===== src/design/assert_macros.svh =====
// assertion macros shared by the cache rtl
// no dependencies; define ASSERT_OFF to compile the checks out
`ifndef ASSERT_MACROS_SVH
`define ASSERT_MACROS_SVH

`ifndef ASSERT_OFF

`define ASSERT_IMPLY(lbl, clk, rstn, ante, cons) \
  lbl: assert property (@(posedge clk) disable iff (!rstn) (ante) |-> (cons)) \
    else $error("implication check failed");

`define ASSERT_NEXT(lbl, clk, rstn, ante, cons) \
  lbl: assert property (@(posedge clk) disable iff (!rstn) (ante) |=> (cons)) \
    else $error("next-cycle check failed");

`define ASSERT_ALWAYS(lbl, clk, rstn, expr) \
  lbl: assert property (@(posedge clk) disable iff (!rstn) (expr)) \
    else $error("invariant check failed");

`else

`define ASSERT_IMPLY(lbl, clk, rstn, ante, cons)
`define ASSERT_NEXT(lbl, clk, rstn, ante, cons)
`define ASSERT_ALWAYS(lbl, clk, rstn, expr)

`endif

`endif


===== src/design/lkv_pkg.sv =====
// types, codes and constants of the lru key-value cache
// no dependencies; imported by every module of the block
package lkv_pkg;

  localparam int KEY_W       = 32;
  localparam int DATA_W      = 32;
  localparam int CAP_W       = 4;
  localparam int ENTRIES_DEF = 8;

  localparam logic [CAP_W-1:0] CAP_RESET = 4'd8;

  localparam logic ACT_GET = 1'b0;
  localparam logic ACT_PUT = 1'b1;

  typedef enum logic [2:0] {
    ST_IDLE,
    ST_SCAN,
    ST_DRAIN,
    ST_READ,
    ST_WRITE
  } lkv_state_t;

  typedef struct packed {
    logic accept;
    logic scan;
    logic cmp;
    logic fetch;
    logic commit;
  } seq_ctrl_t;

  typedef struct packed {
    logic                     action;
    logic signed [KEY_W-1:0]  key;
    logic signed [DATA_W-1:0] value;
  } in_item_t;

  typedef struct packed {
    logic                     hit;
    logic signed [DATA_W-1:0] read_value;
    logic                     evicted;
    logic signed [KEY_W-1:0]  evicted_key;
    logic signed [DATA_W-1:0] evicted_value;
  } out_item_t;

endpackage


===== src/design/lkv_store.sv =====
// key and value memories: one write port, one registered read port
// depends on lkv_pkg
module lkv_store #(
  parameter int ENTRIES = lkv_pkg::ENTRIES_DEF,
  parameter int IW      = (ENTRIES > 1) ? $clog2(ENTRIES) : 1
) (
  input  logic                             clk,
  input  logic                             we,
  input  logic [IW-1:0]                    waddr,
  input  logic signed [lkv_pkg::KEY_W-1:0] wkey,
  input  logic signed [lkv_pkg::DATA_W-1:0] wval,
  input  logic [IW-1:0]                    raddr,
  output logic signed [lkv_pkg::KEY_W-1:0] rkey,
  output logic signed [lkv_pkg::DATA_W-1:0] rval
);
  import lkv_pkg::*;

  logic signed [KEY_W-1:0]  key_mem [ENTRIES];
  logic signed [DATA_W-1:0] val_mem [ENTRIES];
  logic signed [KEY_W-1:0]  rkey_r;
  logic signed [DATA_W-1:0] rval_r;

  always_ff @(posedge clk) begin
    if (we) begin
      key_mem[waddr] <= wkey;
      val_mem[waddr] <= wval;
    end
  end

  always_ff @(posedge clk) begin
    rkey_r <= key_mem[raddr];
    rval_r <= val_mem[raddr];
  end

  assign rkey = rkey_r;
  assign rval = rval_r;

endmodule


===== src/design/lkv_seq.sv =====
// sequencer: walks the entries through the shared compare, then fetch and commit
// depends on lkv_pkg
module lkv_seq #(
  parameter int ENTRIES = lkv_pkg::ENTRIES_DEF,
  parameter int IW      = (ENTRIES > 1) ? $clog2(ENTRIES) : 1
) (
  input  logic               clk,
  input  logic               rst_n,
  input  logic               start,
  output logic               busy,
  output lkv_pkg::seq_ctrl_t ctrl,
  output logic [IW-1:0]      scan_idx,
  output logic [IW-1:0]      cmp_idx
);
  import lkv_pkg::*;

  localparam logic [IW-1:0] LAST_IDX = IW'(ENTRIES - 1);

  lkv_state_t    state_r, state_nxt;
  logic [IW-1:0] scan_cnt_r;
  logic [IW-1:0] cmp_idx_r;
  logic          cmp_vld_r;

  always_comb begin
    state_nxt = state_r;
    case (state_r)
      ST_IDLE:  if (start) state_nxt = ST_SCAN;
      ST_SCAN:  if (scan_cnt_r == LAST_IDX) state_nxt = ST_DRAIN;
      ST_DRAIN: state_nxt = ST_READ;
      ST_READ:  state_nxt = ST_WRITE;
      ST_WRITE: state_nxt = ST_IDLE;
      default:  state_nxt = ST_IDLE;
    endcase
  end

  always_comb begin
    ctrl = '0;
    busy = 1'b1;
    case (state_r)
      ST_IDLE: begin
        busy        = 1'b0;
        ctrl.accept = start;
      end
      ST_SCAN:  ctrl.scan   = 1'b1;
      ST_DRAIN: ctrl.scan   = 1'b0;
      ST_READ:  ctrl.fetch  = 1'b1;
      ST_WRITE: ctrl.commit = 1'b1;
      default:  busy        = 1'b1;
    endcase
    ctrl.cmp = cmp_vld_r;
  end

  always_ff @(posedge clk) begin
    if (!rst_n) begin
      state_r    <= ST_IDLE;
      scan_cnt_r <= '0;
      cmp_vld_r  <= 1'b0;
      cmp_idx_r  <= '0;
    end else begin
      state_r   <= state_nxt;
      cmp_vld_r <= (state_r == ST_SCAN);
      cmp_idx_r <= scan_cnt_r;
      if (state_r == ST_SCAN) begin
        scan_cnt_r <= (scan_cnt_r == LAST_IDX) ? '0 : scan_cnt_r + 1'b1;
      end else begin
        scan_cnt_r <= '0;
      end
    end
  end

  assign scan_idx = scan_cnt_r;
  assign cmp_idx  = cmp_idx_r;

endmodule


===== src/design/lru_key_value_cache.sv =====
// lru key-value cache: an accepted item is scanned, drained, fetched and committed; out_valid
// rises once the commit is registered; the scan reads one entry a cycle through the single
// compare, a drain state finishes the last compare, a read state fetches the hit or victim data
// and a write state commits; busy stays high until the commit
// result shown for one cycle, no stall; synchronous active-low reset empties cache, capacity 8
// depends on lkv_pkg, lkv_store, lkv_seq and assert_macros.svh
`include "assert_macros.svh"

module lru_key_value_cache #(
  parameter int ENTRIES = lkv_pkg::ENTRIES_DEF
) (
  input  logic                      clk,
  input  logic                      rst_n,
  input  logic                      start,
  output logic                      busy,
  input  lkv_pkg::in_item_t         in_data,
  output logic                      out_valid,
  output lkv_pkg::out_item_t        out_data,
  input  logic                      cfg_we,
  input  logic [lkv_pkg::CAP_W-1:0] cfg_wdata
);
  import lkv_pkg::*;

  localparam int IW = (ENTRIES > 1) ? $clog2(ENTRIES) : 1;
  localparam int RW = IW;
  localparam int OW = $clog2(ENTRIES + 1);
  localparam int CW = OW + CAP_W;

  seq_ctrl_t ctrl;
  logic [IW-1:0] scan_idx, cmp_idx;

  in_item_t         item_r;
  logic             hit_found_r, free_found_r;
  logic [IW-1:0]    hit_idx_r, free_idx_r, old_idx_r;
  logic [ENTRIES-1:0] valid_r, valid_nxt;
  logic [RW-1:0]    rank_r [ENTRIES];
  logic [RW-1:0]    rank_nxt [ENTRIES];
  logic [OW-1:0]    occ_r, occ_nxt;
  logic [CAP_W-1:0] cap_r;
  logic             out_valid_r;
  out_item_t        out_data_r, out_data_nxt;

  logic [IW-1:0]             rd_addr, wr_addr, slot;
  logic                      wr_en, evict, key_match;
  logic signed [KEY_W-1:0]   key_rd;
  logic signed [DATA_W-1:0]  val_rd;
  logic [CW-1:0]             eff_cap, cap_ext;

  lkv_seq #(.ENTRIES(ENTRIES), .IW(IW)) u_seq (
    .clk      (clk),
    .rst_n    (rst_n),
    .start    (start),
    .busy     (busy),
    .ctrl     (ctrl),
    .scan_idx (scan_idx),
    .cmp_idx  (cmp_idx)
  );

  lkv_store #(.ENTRIES(ENTRIES), .IW(IW)) u_store (
    .clk   (clk),
    .we    (wr_en),
    .waddr (wr_addr),
    .wkey  (item_r.key),
    .wval  (item_r.value),
    .raddr (rd_addr),
    .rkey  (key_rd),
    .rval  (val_rd)
  );

  // read port: scan address, then hit entry for a get or victim for a put
  always_comb begin
    if (ctrl.scan) begin
      rd_addr = scan_idx;
    end else if (item_r.action == ACT_GET) begin
      rd_addr = hit_idx_r;
    end else begin
      rd_addr = old_idx_r;
    end
  end

  assign key_match = valid_r[cmp_idx] && (key_rd == item_r.key);

  // capacity clamped to 1..ENTRIES
  always_comb begin
    cap_ext = CW'(cap_r);
    eff_cap = (cap_ext == '0) ? CW'(1) : cap_ext;
    if (eff_cap > CW'(ENTRIES)) begin
      eff_cap = CW'(ENTRIES);
    end
  end

  assign evict = (item_r.action == ACT_PUT) && !hit_found_r && (CW'(occ_r) >= eff_cap);

  // lowest free entry once the victim is released
  always_comb begin
    slot = free_idx_r;
    if (evict && (!free_found_r || (old_idx_r < free_idx_r))) begin
      slot = old_idx_r;
    end
  end

  assign wr_en   = ctrl.commit && (item_r.action == ACT_PUT);
  assign wr_addr = hit_found_r ? hit_idx_r : slot;

  always_comb begin
    valid_nxt = valid_r;
    rank_nxt  = rank_r;
    occ_nxt   = occ_r;
    if (ctrl.commit) begin
      if (hit_found_r) begin
        for (int i = 0; i < ENTRIES; i++) begin
          if (valid_r[i] && (rank_r[i] < rank_r[hit_idx_r])) begin
            rank_nxt[i] = rank_r[i] + 1'b1;
          end
        end
        rank_nxt[hit_idx_r] = '0;
      end else if (item_r.action == ACT_PUT) begin
        for (int i = 0; i < ENTRIES; i++) begin
          valid_nxt[i] = valid_r[i] && !(evict && (old_idx_r == IW'(i)));
          if (valid_nxt[i]) begin
            rank_nxt[i] = rank_r[i] + 1'b1;
          end
        end
        valid_nxt[slot] = 1'b1;
        rank_nxt[slot]  = '0;
        occ_nxt         = evict ? occ_r : occ_r + 1'b1;
      end
    end
  end

  always_comb begin
    out_data_nxt.hit           = hit_found_r;
    out_data_nxt.evicted       = evict;
    out_data_nxt.evicted_key   = evict ? key_rd : '0;
    out_data_nxt.evicted_value = evict ? val_rd : '0;
    if (item_r.action == ACT_PUT) begin
      out_data_nxt.read_value = '0;
    end else if (hit_found_r) begin
      out_data_nxt.read_value = val_rd;
    end else begin
      out_data_nxt.read_value = '1;
    end
  end

  always_ff @(posedge clk) begin
    if (ctrl.accept) begin
      item_r <= in_data;
    end
    if (ctrl.cmp) begin
      if (key_match && !hit_found_r) begin
        hit_idx_r <= cmp_idx;
      end
      if (!valid_r[cmp_idx] && !free_found_r) begin
        free_idx_r <= cmp_idx;
      end
      if (valid_r[cmp_idx] && (OW'(rank_r[cmp_idx]) == OW'(occ_r - 1'b1))) begin
        old_idx_r <= cmp_idx;
      end
    end
    if (ctrl.commit) begin
      out_data_r <= out_data_nxt;
    end
  end

  always_ff @(posedge clk) begin
    if (!rst_n) begin
      hit_found_r  <= 1'b0;
      free_found_r <= 1'b0;
      valid_r      <= '0;
      occ_r        <= '0;
      cap_r        <= CAP_RESET;
      out_valid_r  <= 1'b0;
      for (int i = 0; i < ENTRIES; i++) begin
        rank_r[i] <= '0;
      end
    end else begin
      if (ctrl.accept) begin
        hit_found_r  <= 1'b0;
        free_found_r <= 1'b0;
      end else if (ctrl.cmp) begin
        if (key_match) begin
          hit_found_r <= 1'b1;
        end
        if (!valid_r[cmp_idx]) begin
          free_found_r <= 1'b1;
        end
      end
      if (cfg_we) begin
        cap_r <= cfg_wdata;
      end
      valid_r     <= valid_nxt;
      rank_r      <= rank_nxt;
      occ_r       <= occ_nxt;
      out_valid_r <= ctrl.commit;
    end
  end

  assign out_valid = out_valid_r;
  assign out_data  = out_data_r;

  `ASSERT_ALWAYS(a_occ_matches_valid, clk, rst_n, $countones(valid_r) == occ_r)
  `ASSERT_NEXT(a_strobe_single, clk, rst_n, out_valid_r, !out_valid_r)
  `ASSERT_NEXT(a_busy_after_accept, clk, rst_n, start && !busy, busy)
  `ASSERT_IMPLY(a_evict_on_miss, clk, rst_n, out_valid_r && out_data_r.evicted, !out_data_r.hit)

endmodule


===== config.mk =====
export PLATFORM = sky130hd
export DESIGN_NAME = lru_key_value_cache
export DESIGN_NICKNAME = d
export VERILOG_FILES = /design/src/design/lkv_pkg.sv /design/src/design/lkv_store.sv /design/src/design/lkv_seq.sv /design/src/design/lru_key_value_cache.sv
export VERILOG_INCLUDE_DIRS = /design/src /design/src/design
export SDC_FILE = /design/constraint.sdc
export NUM_CORES = 1
export LEC_CHECK = 0
export BUFFER_PORTS_ARGS = -buffer_cell sky130_fd_sc_hd__buf_4
export CORE_MARGIN = 8
export CORE_UTILIZATION = 35
export CTS_BUF_LIST = sky130_fd_sc_hd__clkbuf_4 sky130_fd_sc_hd__clkbuf_8 sky130_fd_sc_hd__clkbuf_16
export DETAILED_ROUTE_END_ITERATION = 7
export PLACE_DENSITY = 0.58
export REMOVE_ABC_BUFFERS = 1
export SLEW_MARGIN = 0
export SYNTH_ARGS = -nofsm -noshare
export SYNTH_HDL_FRONTEND = slang
export SYNTH_HIERARCHICAL = 1
export SYNTH_SLANG_ARGS = --single-unit
export TNS_END_PERCENT = 1

===== constraint.sdc =====
create_clock -name clk -period 32.5 [get_ports clk]
set_clock_uncertainty 0.2 [all_clocks]
set_input_delay 3.25 -clock clk [delete_from_list [all_inputs] [get_ports clk]]
set_output_delay 3.25 -clock clk [all_outputs]
set_load 0.05 [all_outputs]

==> Word-level counts from Yosys, hierarchy flattened <==
Memory sizes are Yosys's and may differ from the RTL's. A register that Yosys moved wholly into a read port is not among the register bits.
Cells that the tools add are included.
{ "op_classes": {"add_sub_neg": 11, "magnitude_cmp": 19, "eq_ne": 16, "muxes": 88, "bitwise_logic": 13, "n_reduce_logical": 62} }
{ "op_table": {"columns": ["op", "n"], "rows": [
  ["$mux W3", 68],
  ["$and A24 B24 Y24", 2],
  ["$mux W24", 2],
  ["$not A24 Y24", 2],
  ["$logic_and A1 B1 Y1", 35],
  ["$eq A32 B32 Y1", 1],
  ["$mux W32", 1],
  ["$add A3 B1 Y3 const B", 9],
  ["$lt A3 B3 Y1", 9],
  ["$bmux W3 S3", 2],
  ["$demux W3 S3", 2],
  ["$eq A3 B3 Y1 const B", 6],
  ["$reduce_and A2 Y1", 7],
  ["$eq A3 B2 Y1 const B", 4],
  ["$ge A4 B4 Y1 const B", 3],
  ["$not A3 Y4", 3],
  ["$pmux W3 S4", 1],
  ["$logic_not A1 Y1", 11],
  ["$ge A4 B8 Y1", 1],
  ["$lt A3 B4 Y1 const B", 2],
  ["$lt A4 B1 Y1 const B", 2],
  ["$mux W1", 8],
  ["$mux W4", 2],
  ["$or A8 B8 Y8", 1],
  ["18 further kinds", 25]
]} }
{ "totals": {"regBits": 225, "mem_bits_rw": 512, "inputBits": 73, "wordCells": 240, "mem_count": 2} }
{ "memory_table": {"columns": ["name", "depth", "width", "read_ports", "rd_clocked_by_memory_dff", "wr", "line_no", "source"], "rows": [
  ["u_store.key_mem", 8, 32, 1, 1, 1, "lkv_store.sv:18", "logic signed [KEY_W-1:0] key_mem [ENTRIES];"],
  ["u_store.val_mem", 8, 32, 1, 1, 1, "lkv_store.sv:19", "logic signed [DATA_W-1:0] val_mem [ENTRIES];"]
]} }

==> Depth between registers and ports, before layout <==
{ "depth": {"ltp_word": 17, "mapped_depth": 14, "mapped_depth_nobuf": 12} }

==> Modules after synthesis <==
The synthesis kept the hierarchy.
{ "modules_own_cells": {"columns": ["module", "instances", "cells_per_inst", "area_each_um2"], "rows": [
  ["lkv_store", 1, 816, 20547.2],
  ["lru_key_value_cache", 1, 922, 10588.9],
  ["lkv_seq", 1, 37, 420.4]
]} }

==> Worst setup path after synthesis <==
Ideal clock, no wire load.
{ "synth_timing": {"path_type": "register to register", "from": "register u_seq.state_r[2]", "to": "memory u_store.key_mem[0][0] (enable)", "setup_time_ps": 565, "t_arrival_ps": 13096, "required_time_ps": 31735, "slack_ps": 18639, "stages_incl_launch_ff": 5, "path_cell_list": "dfxtp_1 nor3b_1 and2_1 nand2b_1 nor3_1"} }
{ "synth_rtl": {"columns": ["item", "line_no", "source"], "rows": [
  ["start: declaration", "lkv_seq.sv:19", "lkv_state_t state_r, state_nxt;"],
  ["start signal: assignment", "lkv_seq.sv:60", "state_r <= state_nxt;"],
  ["end: declaration", "lkv_store.sv:18", null]
]} }

==> Worst setup path after layout <==
{ "layout_timing": {"from": "register free_idx_r[2]", "to": "memory u_store.key_mem[5][10] (enable)"} }
{ "layout_via": {"elab_chain_len": 5} }
{ "layout_lines": {"columns": ["item", "line_no", "source"], "rows": [
  ["start: declaration", "lru_key_value_cache.sv:34", "logic [IW-1:0] hit_idx_r, free_idx_r, old_idx_r;"],
  ["start signal: assignment", "lru_key_value_cache.sv:154", "free_idx_r <= cmp_idx;"],
  ["$lt A3 B3 Y1", "lru_key_value_cache.sv:97", "if (evict && (!free_found_r || (old_idx_r < free_idx_r))) begin"],
  ["$logic_or A1 B1 Y1", "lru_key_value_cache.sv:97", null],
  ["$logic_and A1 B1 Y1", "lru_key_value_cache.sv:97", null],
  ["$mux W3", "lru_key_value_cache.sv:97", null],
  ["$mux W3", "lru_key_value_cache.sv:103", "assign wr_addr = hit_found_r ? hit_idx_r : slot;"],
  ["net wr_addr[0]", "lru_key_value_cache.sv:43", "logic [IW-1:0] rd_addr, wr_addr, slot;"]
]} }
The timed path passes the listed nets, and every way through them passes these cells.

==> run_results.csv <==
group,metric,value,unit
outcome,result_of_the_run,"complete, no violations",
floorplanning,fp.dieArea,100000,µm²
logic_synthesis,synth_cells,1774,
sta,timing.max_slew.rel_slack,0.1382,
floorplanning,dieHeight,316.3,µm
flow_run,drv.max_cap_violation_count,0,
routing,finalWirelength,72.99,mm
final_layout,syn_to_final_growth,17.80,%
clock_network,clk_pin_slew_worst_paths,60,ps
clock_network,cts.sink_count,801,
grt,global_route.usage.total,0.1444,
clock_network,cts-resized-gates,0,
routing,post_dr_vias_cell,5.137,
power_and_ir_drop,pwr-share-clk,0.455,
grt,maximum_number_of_pins_on_one_net_before_global_route_repair,115,
clock_network,htree_num_levels,3,
clock_network,holdBufCountCts,0,
routing,iteration_0_drc_count_of_the_detailed_router,1181,
setup_path,worstPathRequired,32550,ps
min_path,timing.hold.worst.class,"reg -> reg",
setup_path,worst_ep_arrival_time,5290,ps
power_and_ir_drop,comb_power_share,0.036,
sta,hold_violations,0,
grt,gr-usage-met1,0.1895,
setup_path,path_class,"reg -> reg",
logic_synthesis,ys.warnings.count,6,
grt,global_route_wire_length_before_repair,109.5,mm
grt,met3_demand_to_capacity_share_in_global_routing,0.02951,
sta,post-route-period-util,0.1613,
grt,grt_pass1_vias,17480,
sta,period_minus_slack,5241,ps
floorplanning,chipWidth,316.3,µm
final_layout,n_fill_cell,8068,
routing,ant_nets,0,
power_and_ir_drop,ir_drop,0.03795,mV
routing,drcViolationCount,0,
sta,timing.final.setup_violations,0,
floorplanning,initial_core_util,0.3516,
power_and_ir_drop,switching_share,0.2069,
placed_design,port_bufs,172,
routing,drt-wirelength-per-cell,22.65,µm
grt,grt_antenna_before_repair,2,
setup_path,worstSetupEndpoint,"u_store/key_mem[5][10]",
final_layout,n_antenna_cell,0,
power_and_ir_drop,intPower,1.781,mW
power_and_ir_drop,power_density,60.42,nW/µm²
clock_network,cts_inserted_buffers,87,
grt,grt-busiest-layer,"met2",
sta,actual_slew_at_the_worst_max_slew_pin,1257,ps
routing,drtPass1Iterations,7,
clock_network,ctsLongestPathBuffers,3,
setup_path,rrSetupSlack,27260,ps
final_layout,design.final.nets,2080,
clock_network,worstSkewPairLatency,660,ps
power_and_ir_drop,power.sequential.fraction,0.509,
floorplanning,io-pin-count,173,
clock_network,tritoncts,"done",
floorplanning,fp_rows,110,
setup_path,critPathLaunchType,"register",
logic_synthesis,syn_avg_cell_area,17.79,µm²
sta,tns,0,ps
floorplanning,core_area,89740,µm²
placed_design,gp_routability_congestion,0.8701,
sta,fmaxAchievable,0.1908,GHz
power_and_ir_drop,static_leakage,12.51,nW
sta,maxSlewViolCount,0,
sta,rsz0062_at_grt,"false",
clock_network,clk_root_buffer_cell,"sky130_fd_sc_hd__clkbuf_16",
grt,overflow,0,
placed_design,detailedPlacementHpwl,42.80,mm
power_and_ir_drop,switching_component_of_the_power,464.7,µW
grt,grt.met2_usage,0.2414,
setup_path,regToRegStartpoint,"free_idx_r[2]",
setup_path,timing.reg2reg.worst_path_depth,10,
setup_path,cp-startpoint,"free_idx_r[2]",
final_layout,final_layout_size_suffix_gt1_frac,0.2879,
clock_network,postCtsSetupRepairBufs,0,
final_layout,layout.core_utilization,0.4142,
setup_path,worst-path-max-fanout,49,
routing,num_vias,16550,
setup_path,end_kind,"register",
setup_path,timing.rr.end,"u_store/key_mem[5][10]",
logic_synthesis,post_synthesis_cell_area,31550,µm²
## stage by stage
stage                     hold slack, ps  cell area [µm²]  setup WS (ps)  total power [mW]  cells
final                              303.3            37170          27260             2.246   3222
after global routing               334.0            37170          26950             2.320   3222
after CTS                          314.9            37170          27270             2.277   3222
after detailed placement           306.8            34130          27010             1.247   3060
after global placement             303.5            34130          27050             1.245   3060
after floorplan                    257.6            31090          13720             1.238   1691
## power by group through the flow
stage          logic (mW)  clock network (mW)  registers [mW]
5_1_grt            0.0876                1.09            1.14
4_1_cts            0.0824                1.05            1.14
2_1_floorplan      0.0799                   0            1.16
6_report           0.0801                1.02            1.14
3_5_place_dp       0.0819                   0            1.16
3_3_place_gp       0.0810                   0            1.16
## metal layers
layer | up-vias | share of wire
li1 | 7411 | -
met4 | 0 | 0.020
met3 | 103 | 0.063
met5 | - | 0
met2 | 511 | 0.49
met1 | 8526 | 0.43
## registers in the layout, summed over array words and instances (netlist names), 3 cells and up
register and count:
u_store/key_mem 256, u_store/val_mem 256, out_data 98, item_r 65, u_store/rkey 32, u_store/rval 32
rank_r 24, valid_r 8, cap_r 4, occ_r 4, free_idx_r 3, hit_idx_r 3
old_idx_r 3, u_seq/cmp_idx 3, u_seq/scan_idx 3, u_seq/state_r 3
## how the worst min path moves through the flow
stage	startpoint	end	depth (start not counted)
after floorplan	u_seq/cmp_vld_r	free_found_r	2
after global placement	u_seq/scan_idx[1]	u_seq/cmp_idx[1]	1
after detailed placement	u_seq/scan_idx[1]	u_seq/cmp_idx[1]	1
after CTS	u_seq/scan_idx[1]	u_seq/cmp_idx[1]	1
after global routing	u_seq/scan_idx[2]	u_seq/cmp_idx[2]	1
final	u_seq/scan_idx[1]	u_seq/cmp_idx[1]	1
## placed cells by master (no fill, tap or decap), types with 14 or more instances in the layout
cell type,n
sky130_fd_sc_hd__a21oi_1,70
sky130_fd_sc_hd__and2_1,47
sky130_fd_sc_hd__buf_4,192
sky130_fd_sc_hd__clkbuf_16,88
sky130_fd_sc_hd__clkbuf_4,22
sky130_fd_sc_hd__dfxtp_1,116
sky130_fd_sc_hd__edfxtp_1,684
sky130_fd_sc_hd__ha_1,34
sky130_fd_sc_hd__inv_1,54
sky130_fd_sc_hd__mux2_2,67
sky130_fd_sc_hd__mux2i_1,27
sky130_fd_sc_hd__mux4_2,138
sky130_fd_sc_hd__nand2_1,55
sky130_fd_sc_hd__nand2b_1,17
sky130_fd_sc_hd__nand3_1,23
sky130_fd_sc_hd__nor2_1,76
sky130_fd_sc_hd__nor3_1,18
sky130_fd_sc_hd__nor4_1,14
sky130_fd_sc_hd__o21ai_0,44
sky130_fd_sc_hd__xor2_1,35
## critical path, stage by stage (launching register included)
cell                        delay [ps]
sky130_fd_sc_hd__edfxtp_1          470
sky130_fd_sc_hd__inv_1             180
sky130_fd_sc_hd__ha_1              270
sky130_fd_sc_hd__a21oi_1           200
sky130_fd_sc_hd__o21ai_2           110
sky130_fd_sc_hd__a2111oi_4         940
sky130_fd_sc_hd__mux2i_1           180
sky130_fd_sc_hd__o21ai_0           550
sky130_fd_sc_hd__nand2_1           270
sky130_fd_sc_hd__nor2_4            570
sky130_fd_sc_hd__buf_4             790
## final cells by class
type / count / area (µm²) / share of cell area
repair buffers: 193 / 1461 / 0.03932
well taps: 1176 / 1471 / 0.03959
inverters: 55 / 206.4 / 0.005554
multi-input cells: 835 / 8104 / 0.2180
clock buffers: 119 / 2491 / 0.06702
flip-flops and latches: 801 / 22880 / 0.6156
clock inverters: 43 / 551.8 / 0.01484
No activity file was read; power rests on OpenSTA's default activity.
